==> config.mk <==
export PLATFORM = sky130hd
export DESIGN_NAME = mssw_ctrl
export DESIGN_NICKNAME = d
export VERILOG_FILES = /design/src/hdl/max_sum_square_window_macros.svh /design/src/hdl/mssw_pkg.sv /design/src/hdl/mssw_ctrl.sv
export SDC_FILE = /design/constraint.sdc
export NUM_CORES = 1
export LEC_CHECK = 0
export ABC_AREA = 1
export BUFFER_PORTS_ARGS = -buffer_cell sky130_fd_sc_hd__buf_2
export CORE_AREA = 2 2 39 41
export DETAILED_ROUTE_END_ITERATION = 10
export DIE_AREA = 0 0 41 43
export GPL_ROUTABILITY_DRIVEN = 0
export PLACE_DENSITY = 0.53
export SLEW_MARGIN = 20
export SYNTH_ARGS = -nofsm -noshare
export SYNTH_HDL_FRONTEND = slang
export SYNTH_SLANG_ARGS = --single-unit
==> constraint.sdc <==
create_clock -name clk -period 2.4 [get_ports clk]
set_clock_uncertainty 0.2 [all_clocks]
set_input_delay 0.24 -clock clk [delete_from_list [all_inputs] [get_ports clk]]
set_output_delay 0.24 -clock clk [all_outputs]
set_load 0.01 [all_outputs]
==> src/hdl/max_sum_square_window_macros.svh <==
// Assertion macros shared by the max-sum square window block.
`ifndef MAX_SUM_SQUARE_WINDOW_MACROS_SVH
`define MAX_SUM_SQUARE_WINDOW_MACROS_SVH

// Antecedent implies consequent in the same cycle.
`define MSSW_ASSERT_IMPL(lbl, ck, rs, ante, cons) \
  lbl: assert property (@(posedge ck) disable iff (rs) (ante) |-> (cons)) \
    else $error("mssw: same-cycle check failed");

// Antecedent implies consequent in the next cycle.
`define MSSW_ASSERT_NEXT(lbl, ck, rs, ante, cons) \
  lbl: assert property (@(posedge ck) disable iff (rs) (ante) |=> (cons)) \
    else $error("mssw: next-cycle check failed");

`endif

==> src/hdl/mssw_pkg.sv <==
// Shared types and constants for the max-sum square window block.
package mssw_pkg;

  localparam int DEFAULT_MAX_DIM = 32;

  // field widths
  localparam int ELEM_W  = 16;
  localparam int WSIZE_W = 6;
  localparam int CFG_W   = 6;
  localparam int CFG_IDX_W = 2;
  localparam int SUM_W   = 25;
  localparam int POS_W   = 5;
  localparam int SIZE_W  = 6;

  // register indexes
  localparam logic [CFG_IDX_W-1:0] REG_ROW_COUNT = 2'd0;
  localparam logic [CFG_IDX_W-1:0] REG_COL_COUNT = 2'd1;

  // request kinds on tuser
  localparam logic REQ_LOAD  = 1'b0;
  localparam logic REQ_QUERY = 1'b1;

  // input word: elem_value, window_size, padded to bytes
  localparam int S_TDATA_W = 24;
  localparam int ELEM_LO   = 0;
  localparam int WSIZE_LO  = ELEM_LO + ELEM_W;

  // output word: best_sum, best_row, best_col, best_size, found, size_ok
  localparam int M_TDATA_W = 48;
  localparam int SUM_LO    = 0;
  localparam int ROW_LO    = SUM_LO + SUM_W;
  localparam int COL_LO    = ROW_LO + POS_W;
  localparam int SIZE_LO   = COL_LO + POS_W;
  localparam int FOUND_BIT = SIZE_LO + SIZE_W;
  localparam int OK_BIT    = FOUND_BIT + 1;
  localparam int M_PAD_W   = M_TDATA_W - OK_BIT - 1;

  typedef enum logic [2:0] {
    ST_IDLE,
    ST_READ,
    ST_LAST,
    ST_CMP,
    ST_DONE
  } state_t;

  typedef struct packed {
    logic load_we;
    logic query_start;
    logic rd_issue;
    logic cmp_step;
    logic result_load;
  } cmd_t;

  typedef struct packed {
    logic in_valid;
    logic is_query;
    logic size_fits;
    logic rd_last;
    logic win_last;
    logic out_free;
  } status_t;

endpackage

==> src/hdl/mssw_ctrl.sv <==
// Sequencer for loads, the window scan and result hand-off.
module mssw_ctrl import mssw_pkg::*; (
  input  logic    clk,
  input  logic    rst,
  input  status_t status,
  output cmd_t    cmd,
  output logic    s_tready
);

  state_t state, state_next;

  always_ff @(posedge clk) begin
    if (rst) begin
      state <= ST_IDLE;
    end else begin
      state <= state_next;
    end
  end

  always_comb begin
    state_next = state;
    case (state)
      ST_IDLE: begin
        if (status.in_valid && status.is_query) begin
          state_next = status.size_fits ? ST_READ : ST_DONE;
        end
      end
      ST_READ: begin
        if (status.rd_last) begin
          state_next = ST_LAST;
        end
      end
      ST_LAST: state_next = ST_CMP;
      ST_CMP: begin
        state_next = status.win_last ? ST_DONE : ST_READ;
      end
      ST_DONE: begin
        if (status.out_free) begin
          state_next = ST_IDLE;
        end
      end
      default: state_next = ST_IDLE;
    endcase
  end

  always_comb begin
    cmd      = '0;
    s_tready = 1'b0;
    case (state)
      ST_IDLE: begin
        s_tready        = 1'b1;
        cmd.load_we     = status.in_valid && !status.is_query;
        cmd.query_start = status.in_valid && status.is_query;
      end
      ST_READ: cmd.rd_issue    = 1'b1;
      ST_LAST: cmd             = '0;
      ST_CMP:  cmd.cmp_step    = 1'b1;
      ST_DONE: cmd.result_load = status.out_free;
      default: cmd             = '0;
    endcase
  end

endmodule

==> flow_summary.json, run 1 <==
{
  "outcome": "complete, no violations",
  "dr_total_vias": 306,
  "largest_register_ff_count": 3,
  "tritoncts.num_buffers": 3,
  "ctsResizeCount": 0,
  "detail_route.iter0.violations": 2,
  "synthesis.area_per_instance_um2": 6.057,
  "synth_cell_types": 14,
  "path_class": "flop to output pin",
  "fillerInstances": 158,
  "synthesis.area_um2": 266.5,
  "leading_cell_type_in_the_layout_fill_and_taps_excluded": "sky130_fd_sc_hd__buf_2",
  "ctsHoldBuffers": 1,
  "req_time_crit_path_ns": 1.96,
  "clk_network_pwr_share_pct": 38.6,
  "n_antenna_cell": 0,
  "fp.coreArea_um2": 1384,
  "starting_utilization_of_the_core_area_pct": 19.26,
  "insertion_delay_ns": 0.23,
  "seq_area_frac_synth_pct": 22.54,
  "final_max_slew_violation_count": 0,
  "critPathSlowestCell": "sky130_fd_sc_hd__dfxtp_1",
  "numClockSinks": 3,
  "global_route_wire_length_before_repair_um": 1000,
  "design.final.nets": 71,
  "die_height_um": 43,
  "critPathMaxFanout": 5,
  "buffers_on_ports": 13,
  "cp_data_arrival_time_ns": 1.15,
  "clock_tree.root_cell": "sky130_fd_sc_hd__clkbuf_4",
  "stdcell_count": 78,
  "drt_pre_antenna_iters": 3,
  "synth_nets": 52,
  "layout_cell_share_with_drive_strength_beyond_1_pct": 46.77,
  "reg.largest.list": "state: 3 flops",
  "ys_seq_elements": 3,
  "critPathLaunchType": "flop",
  "p_switching_uw": 81.19,
  "grt_max_degree": 6,
  "worstSetupEndpointType": "output pin",
  "layout.cells.most_common_list": "13 x sky130_fd_sc_hd__buf_2, 9 x sky130_fd_sc_hd__nand2_1, 7 x sky130_fd_sc_hd__inv_1",
  "place.detailed.instances": 73,
  "max_cap_viols": 0,
  "hpwl_um": 469.7,
  "critical-path-max-stage-delay_ns": 0.35,
  "timing.max_slew.rel_slack_pct": 83.56,
  "grt_remaining_overflow": 0,
  "max_freq_mhz": 629.0,
  "p_int_uw": 150.9,
  "synth_warnings": 0,
  "ctsLongestPathBuffers": 2,
  "antenna_found_initial": 0,
  "dieArea_um2": 1763,
  "drc_errors": 0,
  "area.growth.synth_to_final_pct": 45.54,
  "wl_per_cell_um": 7.269,
  "setup_viol": 0,
  "number_of_hold_violations_in_the_final_report": 0,
  "power_frac_comb_pct": 34.5,
  "shortest_period_the_worst_path_allows_ns": 1.590,
  "fin_setup_tns_ns": 0,
  "unrepaired_setup_endpoints_after_global_routing": "false",
  "power_frac_seq_pct": 26.9,
  "tightest_slew_ns": 0.2463,
  "die_x_um": 41,
  "rows": 14,
  "cts_max_level": 1,
  "vdd_ir_drop_max_mv": 0.1935,
  "switch_share_pct": 34.98,
  "ant_nets": 0,
  "p_leak_nw": 0.2282,
  "grt_usage_pct": 8.517,
  "timing.final.crit_share_pct": 66.25,
  "worstPathCellList": "nor2_4, nand2_2, inv_2, nand2_1, nor2_1, buf_2",
  "drt_wl_total_um": 567,
  "vias_per_cell": 3.923,
  "syn_inst": 44,
  "post-cts-setup-buffer-count": 0,
  "pin_count": 14,
  "path_clk_slew_ns": 0.04,
  "power_per_cell_area_nw_per_um2": 598.4,
  "grt_pass1_vias": 284,
  "tritoncts": "done",
  "registers.top_by_ff_count": "state",
  "hold_class": "input pin to flop"
}
area by class of cell:
cell class	count	area, um2	area share [%]
Timing Repair Buffer	14	75.07	19.35
Sequential cell	3	60.06	15.48
Inverter	11	41.29	10.65
Multi-Input combinational cell	30	165.2	42.58
Clock buffer	4	26.28	6.774
Tap cell	16	20.02	5.161
critical path, delay by kind of cell, from the launching register on:
family	cells	cell delay, ns
simple gates	4	0.38
buf+inv	2	0.19
flops	1	0.35
routing by layer:
metal / global-route usage (%) / up-vias / routed length (um)
met3: 3.141 / 0 / 30
li1: - / 172 / -
met5: 0 / - / 0
met4: 6.000 / 0 / 0
met2: 12.81 / 4 / 302
met1: 9.265 / 130 / 234
final timing paths:
check	startpoint	endpoint	slack [ns]	depth (start not counted)
setup / recovery	state[0]$_SDFFE_PP0P_	cmd[4]	0.81	6
hold reg to reg	state[1]$_SDFFE_PP0P_	state[1]$_SDFFE_PP0P_	0.49	4
setup reg to reg	state[0]$_SDFFE_PP0P_	state[0]$_SDFFE_PP0P_	1.15	6
hold / removal	status[2]	state[1]$_SDFFE_PP0P_	0.19	5
cells by family after synthesis:
| group | count (synthesis) | share of synthesized area, % |
|---|---|---|
| flops | 3 | 22.54 |
| buf+inv | 11 | 15.49 |
| simple gates | 27 | 52.58 |
| compound gates | 3 | 9.388 |
Yosys cell counts (all sizes together):
cell type | count | area, um2
a21boi | 1 | 11.26
a21oi | 1 | 8.760
dfxtp | 3 | 60.06
inv | 11 | 41.29
nand2 | 10 | 40.04
nand3 | 7 | 45.04
nand4 | 1 | 6.260
nor2 | 9 | 48.80
o21ai | 1 | 5.000
power by group through the flow:
stage               Sequential, mW  Combinational (mW)  Clock, mW
floorplan                   0.0616              0.0580          0
global placement            0.0630              0.0797          0
finish                      0.0624              0.0802     0.0896
detailed placement          0.0631              0.0799          0
CTS                         0.0623              0.0816     0.0936
global route                0.0633              0.0936     0.0988
per-stage QoR:
step                      area, um2  util [%]  total power [mW]  setup WS (ns)  hold slack, ns
after detailed placement      351.6     25.41            0.1430          1.049          0.2373
after global routing          387.9     28.03            0.2557         0.7077          0.2338
after floorplan               266.5         -            0.1195          1.104          0.1069
after CTS                     387.9     28.03            0.2376         0.7912          0.1890
final                         387.9     28.03            0.2321         0.8101          0.1921
after global placement        351.6     25.41            0.1427          1.072          0.2416
Power figures use the tool's default switching activity.
==> run 2: changes to the inputs <==
--- a/config.mk
+++ b/config.mk
@@ -11,7 +11,7 @@
 export DETAILED_ROUTE_END_ITERATION = 10
 export DIE_AREA = 0 0 41 43
 export GPL_ROUTABILITY_DRIVEN = 0
-export PLACE_DENSITY = 0.53
+export PLACE_DENSITY = 0.54
 export SLEW_MARGIN = 20
 export SYNTH_ARGS = -nofsm -noshare
 export SYNTH_HDL_FRONTEND = slang
==> constraint.sdc (replaced) <==
create_clock -name clk -period 1.3 [get_ports clk]
set_clock_uncertainty 0.2 [all_clocks]
set_input_delay 0.13 -clock clk [delete_from_list [all_inputs] [get_ports clk]]
set_output_delay 0.13 -clock clk [all_outputs]
set_load 0.01 [all_outputs]
==> flow_summary.json, run 2 (synthesis gave the netlist of run 1 again) <==
{
  "clock_tree.root_cell": "sky130_fd_sc_hd__clkbuf_4",
  "pin_count": 14,
  "fin_setup_tns_ns": -0.2969,
  "numClockSinks": 3,
  "hold-path-cell-count": 4,
  "post-place-ws_ns": 0.03751,
  "layout_cell_share_with_drive_strength_beyond_1_pct": 61.19,
  "vias_per_cell": 4.012,
  "drt_wl_total_um": 646,
  "design.final.nets": 76,
  "timing.final.crit_share_pct": 108.8,
  "shortest_period_the_worst_path_allows_ns": 1.414,
  "dieArea_um2": 1763,
  "detail_route.iter0.violations": 7,
  "tritoncts.num_buffers": 3,
  "fp.coreArea_um2": 1384,
  "hold_class": "input pin to flop",
  "vdd_ir_drop_max_mv": 0.5342,
  "drc_errors": 0,
  "reg2regPathDepth": 8,
  "setup_viol": 8,
  "unrepaired_setup_endpoints_after_global_routing": "true",
  "path_clk_slew_ns": 0.04,
  "grt_max_degree": 6,
  "timing.rr.end": "state[0]$_SDFFE_PP0P_",
  "leading_cell_type_in_the_layout_fill_and_taps_excluded": "sky130_fd_sc_hd__buf_2",
  "rrSetupSlack_ns": -0.06,
  "finalWorstSetupSlack_ns": -0.1139,
  "rows": 14,
  "grt_usage_pct": 8.700,
  "hpwl_um": 494.6,
  "layout.cell_area.non_filler_um2": 451.7,
  "buffers_on_ports": 13,
  "ctsLongestPathBuffers": 2,
  "max_cap_viols": 0,
  "path_class": "flop to output pin",
  "utilization_pct": 32.64,
  "ant_nets": 0,
  "reg.largest.list": "state: 3 flops",
  "timing.max_slew.rel_slack_pct": 89.01,
  "grt_pass1_vias": 287,
  "max_freq_mhz": 707.3,
  "critPathLaunchType": "flop",
  "critPathMaxFanout": 4,
  "layout.cells.most_common_list": "13 x sky130_fd_sc_hd__buf_2, 7 x sky130_fd_sc_hd__nand2_1, 6 x sky130_fd_sc_hd__inv_1",
  "req_time_crit_path_ns": 0.97,
  "area.growth.synth_to_final_pct": 69.48,
  "hold_path.startpoint": "status[3]",
  "cts_max_level": 1,
  "wl_per_cell_um": 7.783,
  "global_route_wire_length_before_repair_um": 1007,
  "largest_register_ff_count": 3,
  "starting_utilization_of_the_core_area_pct": 19.26,
  "insertion_delay_ns": 0.23,
  "tightest_slew_ns": 0.1649,
  "die_height_um": 43,
  "drt_pre_antenna_iters": 4,
  "antenna_found_initial": 0,
  "dpl-instance-area_um2": 351.6,
  "violations": "setup timing",
  "stdcell_count": 83,
  "worstReg2RegStart": "state[1]$_SDFFE_PP0P_",
  "power_per_cell_area_nw_per_um2": 1030,
  "place.detailed.instances": 73,
  "hold-path-endpoint": "state[2]$_SDFFE_PP0P_",
  "cp_data_arrival_time_ns": 1.08,
  "number_of_hold_violations_in_the_final_report": 0,
  "grt_remaining_overflow": 0,
  "die_x_um": 41,
  "final_max_slew_violation_count": 0,
  "n_antenna_cell": 0,
  "dr_total_vias": 333,
  "tritoncts": "done",
  "worstSetupEndpointType": "output pin",
  "outcome": "complete, but fails checks",
  "registers.top_by_ff_count": "state",
  "p_leak_nw": 0.2581
}
-- run 2: changes by cell type in the layout (fill, tap and decap cells not counted), moves of 2 or more --
cell,previous run,this run
sky130_fd_sc_hd__buf_4,0,4
sky130_fd_sc_hd__dfxtp_1,3,0
sky130_fd_sc_hd__dfxtp_4,0,2
sky130_fd_sc_hd__nand2_1,9,7
sky130_fd_sc_hd__nand2_2,1,3
-- run 2: worst max path at each step --
| stage | startpoint | to | slack, ns | depth (start not counted) |
|---|---|---|---|---|
| after floorplan | state[0]$_SDFFE_PP0P_ | cmd[4] | 0.11 | 5 |
| after global placement | state[2]$_SDFFE_PP0P_ | state[0]$_SDFFE_PP0P_ | 0.04 | 5 |
| after detailed placement | state[0]$_SDFFE_PP0P_ | state[0]$_SDFFE_PP0P_ | 0.04 | 6 |
| after CTS | state[1]$_SDFFE_PP0P_ | cmd[4] | -0.13 | 6 |
| after global routing | state[1]$_SDFFE_PP0P_ | cmd[4] | -0.19 | 6 |
| final | state[1]$_SDFFE_PP0P_ | cmd[4] | -0.11 | 6 |
-- run 2: cell type report --
class | count | area, um2
inverters | 11 | 41.29
flip-flops and latches | 3 | 68.82
repair buffers | 19 | 116.4
well taps | 16 | 20.02
clock buffers | 4 | 26.28
multi-input cells | 30 | 178.9
fillers | 154 | 932.1
-- run 2: worst max-delay path, cell delays in order (launching register included) --
cell	delay, ns
sky130_fd_sc_hd__dfxtp_4	0.34
sky130_fd_sc_hd__nor2_4	0.14
sky130_fd_sc_hd__nand2_2	0.09
sky130_fd_sc_hd__inv_2	0.05
sky130_fd_sc_hd__nand2_1	0.04
sky130_fd_sc_hd__nor2_1	0.07
sky130_fd_sc_hd__buf_2	0.13
-- run 2: routing by layer --
layer  up-vias  part of all wire (%)  track usage [%]
met4         0                     0            2.000
met5         -                     0                0
met3         0                   4.3            6.283
met2         4                    51            14.06
li1        181                     -                -
met1       148                    44            8.571
-- run 2: power by group --
| group | internal [mW] | switching [mW] | total, mW | leakage, nW |
|---|---|---|---|---|
| registers | 0.101 | 0.0148 | 0.116 | 0.0264 |
| clock network | 0.115 | 0.0453 | 0.160 | 0.0150 |
| logic | 0.0903 | 0.0989 | 0.189 | 0.217 |
-- run 2: what timing repair did --
| action | CTS | global route |
|---|---|---|
| resized for setup | 8 | 3 |
| buffers inserted | 4 | 1 |
| endpoints found under the hold margin | 3 | 0 |
| pin swaps | 2 | 0 |
| hold buffers | 1 | 0 |
| setup endpoints to repair | 6 | 8 |
-- run 2: per-stage QoR --
step           power [mW]  hold slack (ns)
2_1_floorplan      0.2207        -0.003131
3_3_place_gp       0.2645           0.1318
3_5_place_dp       0.2656           0.1300
4_1_cts            0.4583          0.08757
5_1_grt            0.5121           0.1034
6_report           0.4653          0.07094
==> run 3: changes to the inputs <==
--- a/config.mk
+++ b/config.mk
@@ -7,11 +7,14 @@
 export LEC_CHECK = 0
 export ABC_AREA = 1
 export BUFFER_PORTS_ARGS = -buffer_cell sky130_fd_sc_hd__buf_2
-export CORE_AREA = 2 2 39 41
+export CELL_PAD_IN_SITES_DETAIL_PLACEMENT = 1
+export CELL_PAD_IN_SITES_GLOBAL_PLACEMENT = 2
+export CORE_MARGIN = 2
+export CORE_UTILIZATION = 16
+export CTS_BUF_LIST = sky130_fd_sc_hd__clkbuf_16
 export DETAILED_ROUTE_END_ITERATION = 10
-export DIE_AREA = 0 0 41 43
 export GPL_ROUTABILITY_DRIVEN = 0
-export PLACE_DENSITY = 0.54
+export PLACE_DENSITY = 0.76
 export SLEW_MARGIN = 20
 export SYNTH_ARGS = -nofsm -noshare
 export SYNTH_HDL_FRONTEND = slang
==> flow_summary.json, run 3 (synthesis gave the netlist of run 1 again) <==
{
  "reg2regPathDepth": 7,
  "use_met2_pct": 18.55,
  "critPathLaunchType": "flop",
  "n_antenna_cell": 0,
  "layout.cell_area.non_filler_um2": 594.3,
  "critPathMaxFanout": 3,
  "layout_cell_share_with_drive_strength_beyond_1_pct": 69.57,
  "die_height_um": 44.81,
  "grt_max_degree": 6,
  "met3_layer_usage_reported_by_global_route_pct": 3.600,
  "globalRouteMet1Util_pct": 11.46,
  "p_leak_nw": 0.3187,
  "hpwl_um": 604.2,
  "dr_total_vias": 378,
  "fp.coreArea_um2": 1541,
  "vdd_ir_drop_max_mv": 0.7805,
  "grt_pass1_vias": 345,
  "shortest_period_the_worst_path_allows_ns": 1.505,
  "grt_remaining_overflow": 0,
  "outcome": "complete, but fails checks",
  "starting_utilization_of_the_core_area_pct": 17.29,
  "utilization_pct": 38.56,
  "drt_pre_antenna_iters": 2,
  "violations": "setup timing",
  "tightest_slew_ns": 0.1809,
  "pin_count": 14,
  "leading_cell_type_in_the_layout_fill_and_taps_excluded": "sky130_fd_sc_hd__buf_2",
  "registers.top_by_ff_count": "state",
  "reg.largest.list": "state: 3 flops",
  "insertion_delay_ns": 0.22,
  "cp_data_arrival_time_ns": 1.18,
  "setup_viol": 8,
  "worstSetupEndpointType": "output pin",
  "post-place-ws_ns": 0.007876,
  "drt_wl_total_um": 1081,
  "grt_usage_pct": 11.16,
  "hold_class": "input pin to flop",
  "clock_tree.root_cell": "sky130_fd_sc_hd__clkbuf_16",
  "dieArea_um2": 2008,
  "wl_per_cell_um": 12.72,
  "ctsLongestPathBuffers": 2,
  "global_route_wire_length_before_repair_um": 1483,
  "path_class": "flop to output pin",
  "largest_register_ff_count": 3,
  "tritoncts.num_buffers": 3,
  "numClockSinks": 3,
  "number_of_hold_violations_in_the_final_report": 0,
  "report.power.total_uw": 885.6,
  "rows": 14,
  "timing.final.crit_share_pct": 115.8,
  "detail_route.iter0.violations": 1,
  "fin_setup_tns_ns": -0.8677,
  "path_clk_slew_ns": 0.03,
  "max_cap_viols": 0,
  "place.detailed.instances": 73,
  "finalWorstSetupSlack_ns": -0.2052,
  "stdcell_count": 85,
  "ant_nets": 0,
  "antenna_found_initial": 0,
  "power_per_cell_area_nw_per_um2": 1490,
  "cts_max_level": 1,
  "fin_hold_ws_ns": 0.09340,
  "die_x_um": 44.81,
  "vias_per_cell": 4.447,
  "req_time_crit_path_ns": 0.97,
  "dpl-instance-area_um2": 351.6,
  "timing.max_slew.rel_slack_pct": 87.90,
  "tritoncts": "done",
  "hold-path-cell-count": 5,
  "final_max_slew_violation_count": 0,
  "grt-busiest-layer": "met2",
  "max_freq_mhz": 664.4,
  "layout.cells.most_common_list": "12 x sky130_fd_sc_hd__buf_2, 7 x sky130_fd_sc_hd__inv_1, 5 x sky130_fd_sc_hd__nand2_2, 5 x sky130_fd_sc_hd__nor2_1",
  "unrepaired_setup_endpoints_after_global_routing": "true",
  "design.final.nets": 78,
  "area.growth.synth_to_final_pct": 123.0,
  "drc_errors": 0,
  "buffers_on_ports": 13
}
[run 3: cell types whose count changed in the layout (fill, tap and decap cells not counted), sizes merged]
cell,previous run,this run
clkbuf,4,3
inv,11,12
buf,18,20
[run 3: worst max-delay path, stage by stage (launching register included)]
cell	delay [ns]
sky130_fd_sc_hd__dfxtp_4	0.34
sky130_fd_sc_hd__nor2_4	0.16
sky130_fd_sc_hd__nand2_2	0.10
sky130_fd_sc_hd__nor2_1	0.17
sky130_fd_sc_hd__buf_2	0.18
[run 3: layout make-up]
| class | instances | area, um2 |
|---|---|---|
| Fill cell | 188 | 947.2 |
| Multi-Input combinational cell | 30 | 224.0 |
| Timing Repair Buffer | 21 | 153.9 |
| Clock buffer | 3 | 75.07 |
| Sequential cell | 3 | 71.32 |
| Inverter | 11 | 46.29 |
| Tap cell | 16 | 20.02 |
| Clock inverter | 1 | 3.754 |
[run 3: report_power, final]
part           internal, mW  switching [mW]
Clock                 0.397          0.0833
Sequential            0.101          0.0191
Combinational         0.144           0.142
[run 3: per-layer routing]
layer / up-vias / share of wire (%)
met4: 0 / 6.5
met5: - / 0
met1: 174 / 37
met3: 8 / 3.8
li1: 185 / -
met2: 11 / 53
[run 3: worst paths after layout]
path	startpoint	endpoint	slack (ns)
setup / recovery	state[1]$_SDFFE_PP0P_	cmd[3]	-0.21
hold / removal	status[2]	state[1]$_SDFFE_PP0P_	0.09
setup reg to reg	state[1]$_SDFFE_PP0P_	state[2]$_SDFFE_PP0P_	-0.14
hold reg to reg	state[2]$_SDFFE_PP0P_	state[2]$_SDFFE_PP0P_	0.48
[run 3: what timing repair did]
action | in CTS | in global routing
pin swaps | 3 | 7
resized for setup | 11 | 14
hold buffers | 1 | 0
setup endpoints to repair | 7 | 9
endpoints found under the hold margin | 3 | 0
buffers inserted | 4 | 4
